==> src/hw/rtl/dsgb_pkg.sv <==
// Package for the scatter-gather list builder: sizes, codes, beat types
// and the command/status structs between controller and datapath.
// No dependencies.
package dsgb_pkg;

  // Sizing
  localparam int PAGE_BYTES   = 4096;
  localparam int PAGE_BITS    = $clog2(PAGE_BYTES);
  localparam int MAX_SEGMENTS = 64;
  localparam int ADDR_BITS    = 32;
  localparam int LEN_W        = 13;   // piece length field
  localparam int CNT_W        = 7;    // segment count / number field
  localparam int DATA_W       = 32;   // config data and 32-bit result fields
  localparam int ROOM_W       = PAGE_BITS + 1;
  localparam int CLIP_W       = (ROOM_W > LEN_W) ? ROOM_W : LEN_W;
  localparam int BOUND_FLOOR  = (PAGE_BYTES / 16 > 256) ? PAGE_BYTES / 16 : 256;
  localparam int CFG_IDX_W    = 3;

  // Config register indexes
  typedef enum logic [CFG_IDX_W-1:0] {
    CFG_BOUNDARY    = 3'd0,
    CFG_MAX_SEG_LEN = 3'd1,
    CFG_BOUNCE_LIM  = 3'd2,
    CFG_SEG_LIMIT   = 3'd3,
    CFG_MAP_SIZE    = 3'd4,
    CFG_BUS_OFFSET  = 3'd5
  } cfg_idx_t;

  // Result status codes
  typedef enum logic [1:0] {
    STAT_OK        = 2'd0,
    STAT_BOUNCE    = 2'd1,
    STAT_SEG_LIMIT = 2'd2,
    STAT_MAP_SIZE  = 2'd3
  } status_t;

  // Controller states
  typedef enum logic [2:0] {
    S_IDLE,
    S_CHECK,
    S_CALC,
    S_MERGE,
    S_FINAL
  } state_t;

  // Input beat
  typedef struct packed {
    logic [ADDR_BITS-1:0] phys_addr;
    logic [LEN_W-1:0]     piece_len;
    logic                 first_of_map;
    logic                 last_of_map;
  } piece_t;

  // Output beat
  typedef struct packed {
    logic [ADDR_BITS-1:0] seg_addr;
    logic [DATA_W-1:0]    seg_len;
    logic [CNT_W-1:0]     segment_number;
    logic                 is_last;
    status_t              status;
    logic [DATA_W-1:0]    mapped_len;
  } seg_t;

  // Decoded configuration
  typedef struct packed {
    logic                 bnd_on;
    logic [ADDR_BITS-1:0] bnd;
    logic [ADDR_BITS-1:0] bnd_mask;
    logic [DATA_W-1:0]    max_seg_len;
    logic [DATA_W-1:0]    bounce_limit;
    logic [CNT_W-1:0]     seg_lim;
    logic [DATA_W-1:0]    map_size_limit;
    logic [ADDR_BITS-1:0] bus_offset;
  } cfg_t;

  // Controller -> datapath
  typedef struct packed {
    logic load;
    logic check;
    logic calc;
    logic merge;
    logic final_emit;
  } cmd_t;

  // Datapath -> controller
  typedef struct packed {
    logic err_set;
    logic over_size;
    logic rem_zero;
    logic bounce;
    logic join_seg;
    logic seg_full;
    logic seg_open;
    logic rem_done;
    logic last;
    logic out_free;
  } stat_t;

endpackage

==> src/hw/rtl/dsgb_cfg.sv <==
// Configuration registers of the scatter-gather list builder.
// Decodes boundary and segment limit at write time. Depends on dsgb_pkg.
module dsgb_cfg import dsgb_pkg::*; (
  input  logic                 clk,
  input  logic                 rst,
  input  logic                 cfg_valid,
  output logic                 cfg_ready,
  input  logic [CFG_IDX_W-1:0] cfg_index,
  input  logic [DATA_W-1:0]    cfg_data,
  output cfg_t                 cfg
);

  // Effective boundary: highest set bit, raised to the floor
  function automatic logic [ADDR_BITS-1:0] eff_bound(input logic [DATA_W-1:0] v);
    logic [ADDR_BITS-1:0] top;
    top = '0;
    for (int i = 0; i < DATA_W; i++) begin
      if (v[i] && i < ADDR_BITS) top = ADDR_BITS'(1) << i;
    end
    if (top < ADDR_BITS'(BOUND_FLOOR)) top = ADDR_BITS'(BOUND_FLOOR);
    return top;
  endfunction

  // Segment limit clamped to 1..MAX_SEGMENTS
  function automatic logic [CNT_W-1:0] clamp_lim(input logic [CNT_W-1:0] v);
    logic [CNT_W-1:0] r;
    r = v;
    if (v == '0) r = CNT_W'(1);
    else if (v > CNT_W'(MAX_SEGMENTS)) r = CNT_W'(MAX_SEGMENTS);
    return r;
  endfunction

  logic [ADDR_BITS-1:0] eb;

  assign cfg_ready = 1'b1;
  assign eb        = eff_bound(cfg_data);

  // Register writes
  always_ff @(posedge clk) begin
    if (rst) begin
      cfg.bnd_on         <= 1'b0;
      cfg.bnd            <= '0;
      cfg.bnd_mask       <= '0;
      cfg.max_seg_len    <= DATA_W'(65536);
      cfg.bounce_limit   <= '0;
      cfg.seg_lim        <= CNT_W'(MAX_SEGMENTS);
      cfg.map_size_limit <= '1;
      cfg.bus_offset     <= '0;
    end else if (cfg_valid && cfg_ready) begin
      case (cfg_index)
        CFG_BOUNDARY: begin
          cfg.bnd_on   <= (cfg_data != '0);
          cfg.bnd      <= eb;
          cfg.bnd_mask <= ~(eb - ADDR_BITS'(1));
        end
        CFG_MAX_SEG_LEN: cfg.max_seg_len    <= cfg_data;
        CFG_BOUNCE_LIM:  cfg.bounce_limit   <= cfg_data;
        CFG_SEG_LIMIT:   cfg.seg_lim        <= clamp_lim(cfg_data[CNT_W-1:0]);
        CFG_MAP_SIZE:    cfg.map_size_limit <= cfg_data;
        CFG_BUS_OFFSET:  cfg.bus_offset     <= cfg_data[ADDR_BITS-1:0];
        default: ;
      endcase
    end
  end

endmodule

==> src/hw/rtl/dsgb_ctrl.sv <==
// Controller state machine of the scatter-gather list builder.
// Sequences load, size check, chunk steps and final beat. Depends on dsgb_pkg.
module dsgb_ctrl import dsgb_pkg::*; (
  input  logic   clk,
  input  logic   rst,
  input  logic   in_valid,
  output logic   in_ready,
  input  stat_t  st,
  output cmd_t   cmd,
  output state_t state
);

  state_t state_next;
  state_t done_state;

  // State register
  always_ff @(posedge clk) begin
    if (rst) state <= S_IDLE;
    else     state <= state_next;
  end

  // Where a piece goes once its chunks are done
  assign done_state = st.last ? S_FINAL : S_IDLE;

  // Next state and commands
  always_comb begin
    state_next = state;
    cmd        = '0;
    in_ready   = 1'b0;
    case (state)
      S_IDLE: begin
        in_ready = 1'b1;
        if (in_valid) begin
          cmd.load   = 1'b1;
          state_next = S_CHECK;
        end
      end
      S_CHECK: begin
        cmd.check = 1'b1;
        if (st.err_set || st.over_size || st.rem_zero) state_next = done_state;
        else                                           state_next = S_CALC;
      end
      S_CALC: begin
        cmd.calc   = 1'b1;
        state_next = S_MERGE;
      end
      S_MERGE: begin
        // stall only when a closed segment must go out and the slot is busy
        if (st.bounce || st.join_seg || st.seg_full || !st.seg_open || st.out_free) begin
          cmd.merge = 1'b1;
          if (st.bounce || (!st.join_seg && st.seg_full) || st.rem_done)
            state_next = done_state;
          else
            state_next = S_CALC;
        end
      end
      S_FINAL: begin
        if (st.out_free) begin
          cmd.final_emit = 1'b1;
          state_next     = S_IDLE;
        end
      end
      default: state_next = S_IDLE;
    endcase
  end

endmodule

==> src/hw/rtl/dsgb_dpath.sv <==
// Datapath of the scatter-gather list builder: piece registers, open
// segment, map totals and the output register. Depends on dsgb_pkg.
module dsgb_dpath import dsgb_pkg::*; (
  input  logic   clk,
  input  logic   rst,
  input  piece_t in_data,
  input  cfg_t   cfg,
  input  cmd_t   cmd,
  output stat_t  st,
  output logic   out_valid,
  input  logic   out_ready,
  output seg_t   out_data
);

  // Piece work registers
  logic [ADDR_BITS-1:0] cur;
  logic [LEN_W-1:0]     rem;
  logic                 last;
  logic [LEN_W-1:0]     chunk;
  logic [ADDR_BITS-1:0] bus;
  logic                 bounce;

  // Map state
  logic [ADDR_BITS-1:0] open_addr;
  logic [DATA_W-1:0]    open_len;
  logic [ADDR_BITS-1:0] last_end;
  logic [CNT_W-1:0]     seg_count;
  logic [DATA_W-1:0]    total;
  status_t              err;

  // Load-time clip to the page
  logic [ROOM_W-1:0]    room;
  logic [LEN_W-1:0]     clip_len;

  assign room     = ROOM_W'(PAGE_BYTES) - ROOM_W'(in_data.phys_addr[PAGE_BITS-1:0]);
  assign clip_len = (CLIP_W'(in_data.piece_len) > CLIP_W'(room)) ?
                    LEN_W'(room) : in_data.piece_len;

  // Chunk length up to the next boundary
  logic [ADDR_BITS-1:0] bnd_gap;
  logic [LEN_W-1:0]     chunk_calc;

  assign bnd_gap    = ((cur + cfg.bnd) & cfg.bnd_mask) - cur;
  assign chunk_calc = (cfg.bnd_on && bnd_gap != '0 && bnd_gap < ADDR_BITS'(rem)) ?
                      LEN_W'(bnd_gap) : rem;

  // Merge decision
  logic [DATA_W:0] grown_len;
  logic            same_win;

  assign grown_len = {1'b0, open_len} + (DATA_W+1)'(chunk);
  assign same_win  = !cfg.bnd_on || ((open_addr & cfg.bnd_mask) == (bus & cfg.bnd_mask));

  logic out_free;
  assign out_free = !out_valid || out_ready;

  // Status to the controller
  assign st.err_set   = (err != STAT_OK);
  assign st.over_size = ({1'b0, total} + (DATA_W+1)'(rem)) > {1'b0, cfg.map_size_limit};
  assign st.rem_zero  = (rem == '0);
  assign st.bounce    = bounce;
  assign st.join_seg  = (seg_count != '0) && (cur == last_end) &&
                        (grown_len <= {1'b0, cfg.max_seg_len}) && same_win;
  assign st.seg_full  = ({1'b0, seg_count} + (CNT_W+1)'(1)) > {1'b0, cfg.seg_lim};
  assign st.seg_open  = (seg_count != '0);
  assign st.rem_done  = (chunk == rem);
  assign st.last      = last;
  assign st.out_free  = out_free;

  // Piece registers
  always_ff @(posedge clk) begin
    if (cmd.load) begin
      cur  <= in_data.phys_addr;
      rem  <= clip_len;
      last <= in_data.last_of_map;
    end else if (cmd.merge && !bounce && (st.join_seg || !st.seg_full)) begin
      cur <= cur + ADDR_BITS'(chunk);
      rem <= rem - chunk;
    end
    if (cmd.calc) begin
      chunk  <= chunk_calc;
      bus    <= cur + cfg.bus_offset;
      bounce <= (cfg.bounce_limit != '0) && (cur >= cfg.bounce_limit);
    end
  end

  // Map state
  always_ff @(posedge clk) begin
    if (rst || (cmd.load && in_data.first_of_map) || cmd.final_emit) begin
      open_addr <= '0;
      open_len  <= '0;
      last_end  <= '0;
      seg_count <= '0;
      total     <= '0;
      err       <= STAT_OK;
    end else if (cmd.check) begin
      if (err == STAT_OK) begin
        if (st.over_size) err   <= STAT_MAP_SIZE;
        else              total <= total + DATA_W'(rem);
      end
    end else if (cmd.merge) begin
      if (bounce) begin
        err <= STAT_BOUNCE;
      end else if (st.join_seg) begin
        open_len <= grown_len[DATA_W-1:0];
        last_end <= cur + ADDR_BITS'(chunk);
      end else if (st.seg_full) begin
        err <= STAT_SEG_LIMIT;
      end else begin
        open_addr <= bus;
        open_len  <= DATA_W'(chunk);
        seg_count <= seg_count + CNT_W'(1);
        last_end  <= cur + ADDR_BITS'(chunk);
      end
    end
  end

  // Output register: closed segment or final beat
  logic emit_closed;
  assign emit_closed = cmd.merge && !bounce && !st.join_seg && !st.seg_full &&
                       (seg_count != '0);

  always_ff @(posedge clk) begin
    if (rst) out_valid <= 1'b0;
    else if (emit_closed || cmd.final_emit) out_valid <= 1'b1;
    else if (out_ready) out_valid <= 1'b0;
  end

  always_ff @(posedge clk) begin
    if (emit_closed) begin
      out_data.seg_addr       <= open_addr;
      out_data.seg_len        <= open_len;
      out_data.segment_number <= seg_count - CNT_W'(1);
      out_data.is_last        <= 1'b0;
      out_data.status         <= STAT_OK;
      out_data.mapped_len     <= '0;
    end else if (cmd.final_emit) begin
      out_data.is_last <= 1'b1;
      out_data.status  <= err;
      if (err != STAT_OK) begin
        out_data.seg_addr       <= '0;
        out_data.seg_len        <= '0;
        out_data.segment_number <= '0;
        out_data.mapped_len     <= '0;
      end else begin
        out_data.seg_addr       <= open_addr;
        out_data.seg_len        <= open_len;
        out_data.segment_number <= seg_count;
        out_data.mapped_len     <= total;
      end
    end
  end

endmodule

==> src/hw/rtl/dma_scatter_gather_builder.sv <==
// Scatter-gather list builder, top level. Takes one page-contained piece per
// input beat and emits closed segments and a final status beat per map.
// Depends on dsgb_pkg, dsgb_cfg, dsgb_ctrl, dsgb_dpath.
//
// One piece at a time: a piece is loaded and size-checked, then each boundary
// chunk is cut in S_CALC and merged or opens a segment in S_MERGE, and the
// final beat follows in S_FINAL when the piece ends the map; a piece of
// 4096 bytes with a 256-byte boundary is at most 16 chunks. The controller
// stalls only while a finished beat waits in the single output register and
// the next one is due. After an error, pieces are only loaded and size-checked
// until the one that ends the map. Configuration writes are taken every
// cycle and must only happen while the block is idle.
module dma_scatter_gather_builder import dsgb_pkg::*; (
  input  logic                 clk,
  input  logic                 rst,
  input  logic                 in_valid,
  output logic                 in_ready,
  input  piece_t               in_data,
  output logic                 out_valid,
  input  logic                 out_ready,
  output seg_t                 out_data,
  input  logic                 cfg_valid,
  output logic                 cfg_ready,
  input  logic [CFG_IDX_W-1:0] cfg_index,
  input  logic [DATA_W-1:0]    cfg_data
);

  cfg_t   cfg;
  cmd_t   cmd;
  stat_t  st;
  state_t state;

  dsgb_cfg u_cfg (
    .clk       (clk),
    .rst       (rst),
    .cfg_valid (cfg_valid),
    .cfg_ready (cfg_ready),
    .cfg_index (cfg_index),
    .cfg_data  (cfg_data),
    .cfg       (cfg)
  );

  dsgb_ctrl u_ctrl (
    .clk      (clk),
    .rst      (rst),
    .in_valid (in_valid),
    .in_ready (in_ready),
    .st       (st),
    .cmd      (cmd),
    .state    (state)
  );

  dsgb_dpath u_dpath (
    .clk       (clk),
    .rst       (rst),
    .in_data   (in_data),
    .cfg       (cfg),
    .cmd       (cmd),
    .st        (st),
    .out_valid (out_valid),
    .out_ready (out_ready),
    .out_data  (out_data)
  );

  // An accepted piece always goes on to the size check
  a_load_check: assert property (@(posedge clk) disable iff (rst)
    (in_valid && in_ready) |=> (state == S_CHECK))
    else $error("accepted piece did not reach size check");

  // A closed segment never carries a number at or past the segment limit
  a_seg_num: assert property (@(posedge clk) disable iff (rst)
    (out_valid && !out_data.is_last) |-> (out_data.segment_number < cfg.seg_lim))
    else $error("closed segment number beyond limit");

  // Error status only appears on a final beat
  a_err_last: assert property (@(posedge clk) disable iff (rst)
    (out_valid && out_data.status != STAT_OK) |-> out_data.is_last)
    else $error("error status on a non-final beat");

  // A new beat is loaded only into a free output slot
  a_no_overwrite: assert property (@(posedge clk) disable iff (rst)
    (cmd.final_emit || (cmd.merge && !st.bounce && !st.join_seg && !st.seg_full &&
      st.seg_open)) |-> (!out_valid || out_ready))
    else $error("output beat overwritten");

endmodule
==> config.mk <==
export PLATFORM = sky130hd
export DESIGN_NAME = dma_scatter_gather_builder
export DESIGN_NICKNAME = d
export VERILOG_FILES = /design/src/hw/rtl/dsgb_pkg.sv /design/src/hw/rtl/dsgb_cfg.sv /design/src/hw/rtl/dsgb_ctrl.sv /design/src/hw/rtl/dsgb_dpath.sv /design/src/hw/rtl/dma_scatter_gather_builder.sv
export SDC_FILE = /design/constraint.sdc
export NUM_CORES = 2
export LEC_CHECK = 0
export ABC_AREA = 1
export CORE_MARGIN = 2
export CORE_UTILIZATION = 55
export CTS_CLUSTER_DIAMETER = 100
export CTS_CLUSTER_SIZE = 30
export DETAILED_ROUTE_END_ITERATION = 10
export DONT_BUFFER_PORTS = 1
export PLACE_DENSITY_LB_ADDON = 0.12
export RECOVER_POWER = 50
export SYNTH_ARGS = -nofsm -noshare
export SYNTH_HDL_FRONTEND = slang
export SYNTH_SLANG_ARGS = --single-unit
==> constraint.sdc <==
create_clock -name clk -period 15.7 [get_ports clk]
set_input_delay 0.785 -clock clk [delete_from_list [all_inputs] [get_ports clk]]
set_output_delay 0.785 -clock clk [all_outputs]
set_load 0.01 [all_outputs]
Yosys cells after proc, flatten, opt, wreduce, memory -nomap -nowiden
Index checks and enable logic that the tools add are counted.
{"block": "totals", "latch_bits": 0, "ramBits": 0, "rom_bits": 0, "reg_bits": 539, "n_memories": 0, "input_bits": 87, "out_inout_bits": 109, "elab_cells": 210}
{"block": "classes", "n_shift": 0, "bitwise": 9, "muxes": 74, "n_addsub": 13, "n_reduce_logical": 59, "magnitude_cmp": 8, "n_eq_ne": 19, "multipliers": 0, "n_div": 0}
{"operator": "$mux 32", "count": 39}
{"operator": "$mux 106", "count": 2}
{"operator": "$and 32x32->32", "count": 3}
{"operator": "$reduce_bool 32->1", "count": 3}
{"operator": "$mux 71", "count": 1}
{"operator": "$add 32x13->33", "count": 2}
{"operator": "$add 32x13->32", "count": 2}
{"operator": "$add 32x32->32", "count": 2}
{"operator": "$eq 32x32->1", "count": 2}
{"operator": "$mux 13", "count": 4}
{"operator": "$gt 33x32->1", "count": 1}
{"operator": "$le 33x32->1", "count": 1}
{"operator": "$ge 32x32->1", "count": 1}
{"operator": "$lt 32x13->1", "count": 1}
{"operator": "$lt 32x9->1 const B", "count": 1}
{"operator": "$not 32->32", "count": 1}
{"operator": "$sub 32x1->32 const B", "count": 1}
{"operator": "$sub 32x32->32", "count": 1}
{"operator": "$mux 3", "count": 6}
{"operator": "$pmux 3 s5", "count": 1}
{"operator": "$logic_or 1x1->1", "count": 14}
{"operator": "$mux 2", "count": 7}
{"operator": "$mux 7", "count": 2}
{"operator": "$eq 13x13->1", "count": 1}
{"operator": "29 further kinds", "count": 83}

Logic depth before layout (Yosys ltp)
{"block": "logic_depth", "ltp_word": 36, "depth_mapped": 38, "ltp_nobuf": 37}

Cells and area by module
Synthesis repeated with hierarchy kept, for this count alone.
{"block": "unflattened", "cells_unflattened": 4930, "area_unflattened_um2": 34964.8}
{"module": "dsgb_dpath", "n_inst": 1, "area_each_um2": 27273.7, "cells_each": 3972}
{"module": "dsgb_cfg", "n_inst": 1, "area_each_um2": 7397.1, "cells_each": 905}
{"module": "dsgb_ctrl", "n_inst": 1, "area_each_um2": 294.0, "cells_each": 53}

Worst setup path before layout
OpenSTA, ideal clock, no wires.
{"block": "synth_path", "path_kind": "flip-flop to flip-flop", "startpoint": "reg u_dpath.chunk[1]", "endpoint": "reg, netlist name u_dpath.out_data[100]", "arrival_time_ps": 5441, "setup_ps": 431, "stages_incl_launch_ff": 32, "period_less_slack_ps": 5872, "path_slack_ps": 9828, "cell_sequence": "edfxtp_1 ha_1 nand3_1 nand2_1 a21oi_1 o21ai_0 a21boi_0 o21bai_1 nand2_1 nor2_1 xor2_1 inv_1 ha_1 nand2_1 o21bai_1 a21oi_1 nor2_1 nand2_1 nand2_1 nand2_1 nand2_1 nand2_1 nand2_1 nand2_2 nand2_1 clkinv_2 nand2_1 nor2_4 inv_2 buf_6 buf_6 nand2_1"}
{"block": "synth_between", "elab_chain_cells": 15, "elab_cells_between_ends": 16, "classes_between": "add/sub (1); order compare (1); mux (2); reduce/logical (12)"}
{"element": "from (decl)", "line": "dsgb_dpath.sv:19", "text": "logic [LEN_W-1:0] chunk;"}
{"element": "from (signal assigned)", "line": "dsgb_dpath.sv:81", "text": "chunk <= chunk_calc;"}
{"element": "$add 32x13->33 *", "line": "dsgb_dpath.sv:51", "text": "assign grown_len = {1'b0, open_len} + (DATA_W+1)'(chunk);"}
{"element": "$le 33x32->1 *", "line": "dsgb_dpath.sv:63", "text": "(grown_len <= {1'b0, cfg.max_seg_len}) && same_win;"}
{"element": "$logic_and 1x1->1 *", "line": "dsgb_dpath.sv:62", "text": "assign st.join_seg = (seg_count != '0) && (cur == last_end) &&"}
{"element": "$logic_and 1x1->1 *", "line": "dsgb_dpath.sv:63"}
{"element": "$logic_or 1x1->1 (4 in a row)", "line": "dsgb_ctrl.sv:49", "text": "if (st.bounce || st.join_seg || st.seg_full || !st.seg_open || st.out_free) begin"}
{"element": "$mux 1", "line": "dsgb_ctrl.sv:49"}
{"element": "$mux 1", "line": "dsgb_ctrl.sv:30", "text": "case (state)"}
{"element": "$logic_and 1x1->1", "line": "dsgb_dpath.sv:120", "text": "assign emit_closed = cmd.merge && !bounce && !st.join_seg && !st.seg_full &&"}
{"element": "$logic_and 1x1->1 * (3 in a row)", "line": "dsgb_dpath.sv:120"}
{"element": "$reduce_bool 2->1 (no line) *"}
Every way passes the cells marked *; elsewhere a longest branch is shown, timed or not.
A chain may end at the register's enable or synchronous reset.

Worst setup path in the final report
{"block": "layout_path", "startpoint": "reg u_dpath.chunk[1]", "endpoint": "reg, netlist name u_dpath.out_data[93]"}
{"block": "layout_between", "elab_chain_cells": 15, "elab_cells_between_ends": 16, "classes_between": "add/sub (1); order compare (1); mux (2); reduce/logical (12)"}
{"element": "$add 32x13->33 *", "line": "dsgb_dpath.sv:51"}
{"element": "$le 33x32->1 *", "line": "dsgb_dpath.sv:63"}
{"element": "$logic_and 1x1->1 *", "line": "dsgb_dpath.sv:62"}
{"element": "$logic_and 1x1->1 *", "line": "dsgb_dpath.sv:63"}
{"element": "$logic_or 1x1->1 (4 in a row)", "line": "dsgb_ctrl.sv:49"}
{"element": "$mux 1", "line": "dsgb_ctrl.sv:49"}
{"element": "$mux 1", "line": "dsgb_ctrl.sv:30"}
{"element": "$logic_and 1x1->1", "line": "dsgb_dpath.sv:120"}
{"element": "$logic_and 1x1->1 * (3 in a row)", "line": "dsgb_dpath.sv:120"}
{"element": "$reduce_bool 2->1 (no line) *"}
Marked as above.

==> flow_summary.json <==
{
  "status": "complete, but fails checks",
  "violations": "max-capacitance violations, max-slew violations",
  "dieArea_um2": 63500,
  "cp_data_arrival_time_ps": 7130,
  "r2r-start": "u_dpath.chunk[1]$_DFFE_PP_",
  "drv_cap": 8,
  "layout_common_cells": "821 x nand2_1, 557 x inv_1, 479 x a21oi_1",
  "dr.pass1.iters": 5,
  "switching_share_pct": 35.2,
  "p_sw_uw": 1190,
  "worst_slew_pin_slew_ps": 4920,
  "numCtsBuffers": 25,
  "via_per_inst": 5.86,
  "gp_congestion": 0.987,
  "ys_types": 64,
  "hp-start": "rst",
  "slowest_delay_ps": 660,
  "grt_max_degree": 122,
  "period_minus_slack_ps": 6950,
  "ys_ff_latch": 538,
  "vias": 30500,
  "power.density_nw_per_um2": 96.1,
  "ctsResizeCount": 0,
  "synth_top_family_by_area": "simple AND/OR/NAND/NOR gates",
  "path_class": "register to register",
  "syn-cell-area_um2": 33800,
  "r2r_cells": 29,
  "dp_hpwl_um": 84300,
  "skew_ps": 35.8,
  "die_y_um": 252,
  "drt-initial-drc-count": 2997,
  "p_seq_share_pct": 49.1,
  "start_kind": "register",
  "holdPathEnd": "u_cfg.cfg[173]$_SDFFE_PP0P_",
  "layout_commonest_cell": "nand2_1",
  "cts_tree": "done",
  "reg2reg_slack_ps": 8750,
  "htreeDepth": 1,
  "cts_setup_buffers": 0,
  "met3_usage_pct": 3.52,
  "avgSynthCellArea_um2": 7.51,
  "syn_inst": 4504,
  "synth_xor_area_share_pct": 4.50,
  "use_met1_pct": 49.7,
  "ioPinCount": 196,
  "ant_nets": 0,
  "antennaDiodeCount": 0,
  "setup_tns_ps": 0,
  "hold_depth": 1,
  "drt-total-wl_um": 108000,
  "synthSimpleGateAreaFrac_pct": 20.7,
  "ys_warn_count": 0,
  "synth_edf_count": 163,
  "slew_headroom_pct": -228,
  "crit_top_cell": "nand2_1",
  "path_max_fanout": 71,
  "crit_required_ps": 15880,
  "finalHoldViolations": 0,
  "combPwrFrac_pct": 24.6,
  "setup_ws_ps": 8750,
  "min_path_type": "primary input to register",
  "reg2reg_to": "u_dpath.out_data[93]$_DFFE_PP_",
  "setup_viol": 0,
  "start_util_pct": 55.9,
  "synthMuxAreaShare_pct": 0,
  "grt_use_total_pct": 33.7,
  "rsz0062_at_grt": "false",
  "antenna_found_initial": 2,
  "place_ws_ps": 8850,
  "leakage_uw": 0.0153,
  "slew_violations": 518,
  "synth_adder_area_share_pct": 10.6,
  "grt_pass1_vias": 27700,
  "synthArstFlopShare_pct": 0,
  "clkLatencyLatePin_ps": 650,
  "overflow": 0,
  "holdBufCountCts": 0,
  "global_route.usage.met2_pct": 51.7,
  "internal_power_uw": 2190,
  "die_w_um": 252,
  "drive_gt1_share_pct": 3.78,
  "clkSlewWorstSetupHoldPaths_ps": 110,
  "fmax_mhz": 144,
  "max-vdd-ir-drop_v": 0.0000953,
  "nets": 4773,
  "crit_path_top_delay_cell": "nand2_4",
  "grt_busiest_layer": "met2",
  "drc": 0,
  "synth_flop_cell": "dfxtp_1",
  "seq_area_frac_synth_pct": 36.7,
  "wl_per_cell_um": 20.8,
  "critical_path.endpoint_type": "register",
  "rows": 90,
  "clockBufferDepth": 3,
  "period_share_pct": 44.2,
  "grt_pass1_wl_um": 165000,
  "area_growth_syn_to_layout_pct": 4.09,
  "clkPwrFrac_pct": 26.3,
  "root_buffer": "clkbuf_16",
  "synth-compound-area-share_pct": 19.0,
  "core_region_area_um2": 60600,
  "numPortBuffers": 0,
  "power_uw": 3390,
  "cts_sinks": 538
}
## worst max-delay path by stage
stage / start / to / slack [ps] / depth (start not counted)
2_1_floorplan: u_dpath.chunk[1]$_DFFE_PP_ / u_dpath.out_data[100]$_DFFE_PP_ / 9830 / 31
3_3_place_gp: u_dpath.chunk[1]$_DFFE_PP_ / u_dpath.out_data[101]$_DFFE_PP_ / 8890 / 29
3_5_place_dp: u_dpath.chunk[1]$_DFFE_PP_ / u_dpath.out_data[101]$_DFFE_PP_ / 8850 / 29
4_1_cts: u_dpath.chunk[1]$_DFFE_PP_ / u_dpath.out_data[93]$_DFFE_PP_ / 8810 / 29
5_1_grt: u_dpath.chunk[1]$_DFFE_PP_ / u_dpath.out_data[88]$_DFFE_PP_ / 8070 / 29
6_report: u_dpath.chunk[1]$_DFFE_PP_ / u_dpath.out_data[93]$_DFFE_PP_ / 8750 / 29
## area by class of cell
type	instances	area, µm²
inverter	577	2170
fill	5890	25400
tap	782	978
clock buffer	31	701
sequential	538	12400
clock inverter	14	214
multi-input combinational	3239	18600
timing repair buffer	23	146
## sequential cells by signal, summed over array words and instances (netlist names), 13 cells and up
signal and cells:
u_dpath.bus 32, u_dpath.open_addr 32, u_dpath.last_end 32, u_dpath.open_len 32, u_cfg.cfg 199, u_dpath.total 32
u_dpath.rem 13, u_dpath.out_data 106, u_dpath.chunk 13, u_dpath.cur 32
## power by group through the flow
stage	combinational (µW)	sequential, µW	clock, µW
floorplan	601	1620	0
global placement	801	1690	0
detailed placement	809	1690	0
CTS	815	1660	902
global route	935	1670	938
finish	832	1660	891
## cell usage after synthesis, types with 13 or more instances
cell type	n	area [µm²]
o21ai_0	390	1950
nor4_1	30	188
a21o_1	20	150
a31oi_1	25	156
nand2_2	18	113
nand4_1	73	457
inv_2	14	52.6
nand3_1	183	916
xnor2_1	49	429
a211oi_1	22	165
a21oi_1	479	2400
a21oi_2	30	263
ha_1	275	3440
nor2_1	362	1360
o21bai_1	15	113
nand2_1	823	3090
o211ai_1	42	315
nor3_1	91	455
edfxtp_1	163	4890
o21ai_1	27	135
inv_1	558	2090
buf_2	28	140
o21a_1	57	428
xor2_1	125	1090
clkbuf_1	98	368
buf_6	13	146
dfxtp_1	375	7510
## per-layer routing
metal  wire length (µm)  up-vias
li1                   -    15000
met1              49100    14100
met2              46500     1249
met3               8790      173
met4               4010        2
met5                 13        -
## through the flow
step                      cells  hold WS [ps]  utilization [%]  instance area, µm²
after floorplan            4506           423                -               33800
after global placement     5159           433             56.7               34300
after detailed placement   5159           435             56.7               34300
after CTS                  5204           204             58.2               35300
after global routing       5204           194             58.1               35200
final                      5204           206             58.1               35200
## kinds of logic after synthesis
family / count (synthesis)
simple gates: 1629
compound gates: 1151
buf+inv: 729
flops: 538
fa+ha+maj: 282
xor+xnor: 174
other cells: 1
## worst max-delay path, delay by kind of cell, from the launching register on
family | cells | cell delay [ps]
xor+xnor | 1 | 170
buf+inv | 4 | 1090
fa+ha+maj | 2 | 620
simple gates | 17 | 2700
compound gates | 5 | 1250
flops | 1 | 520
(Power assumes the default switching activity.)
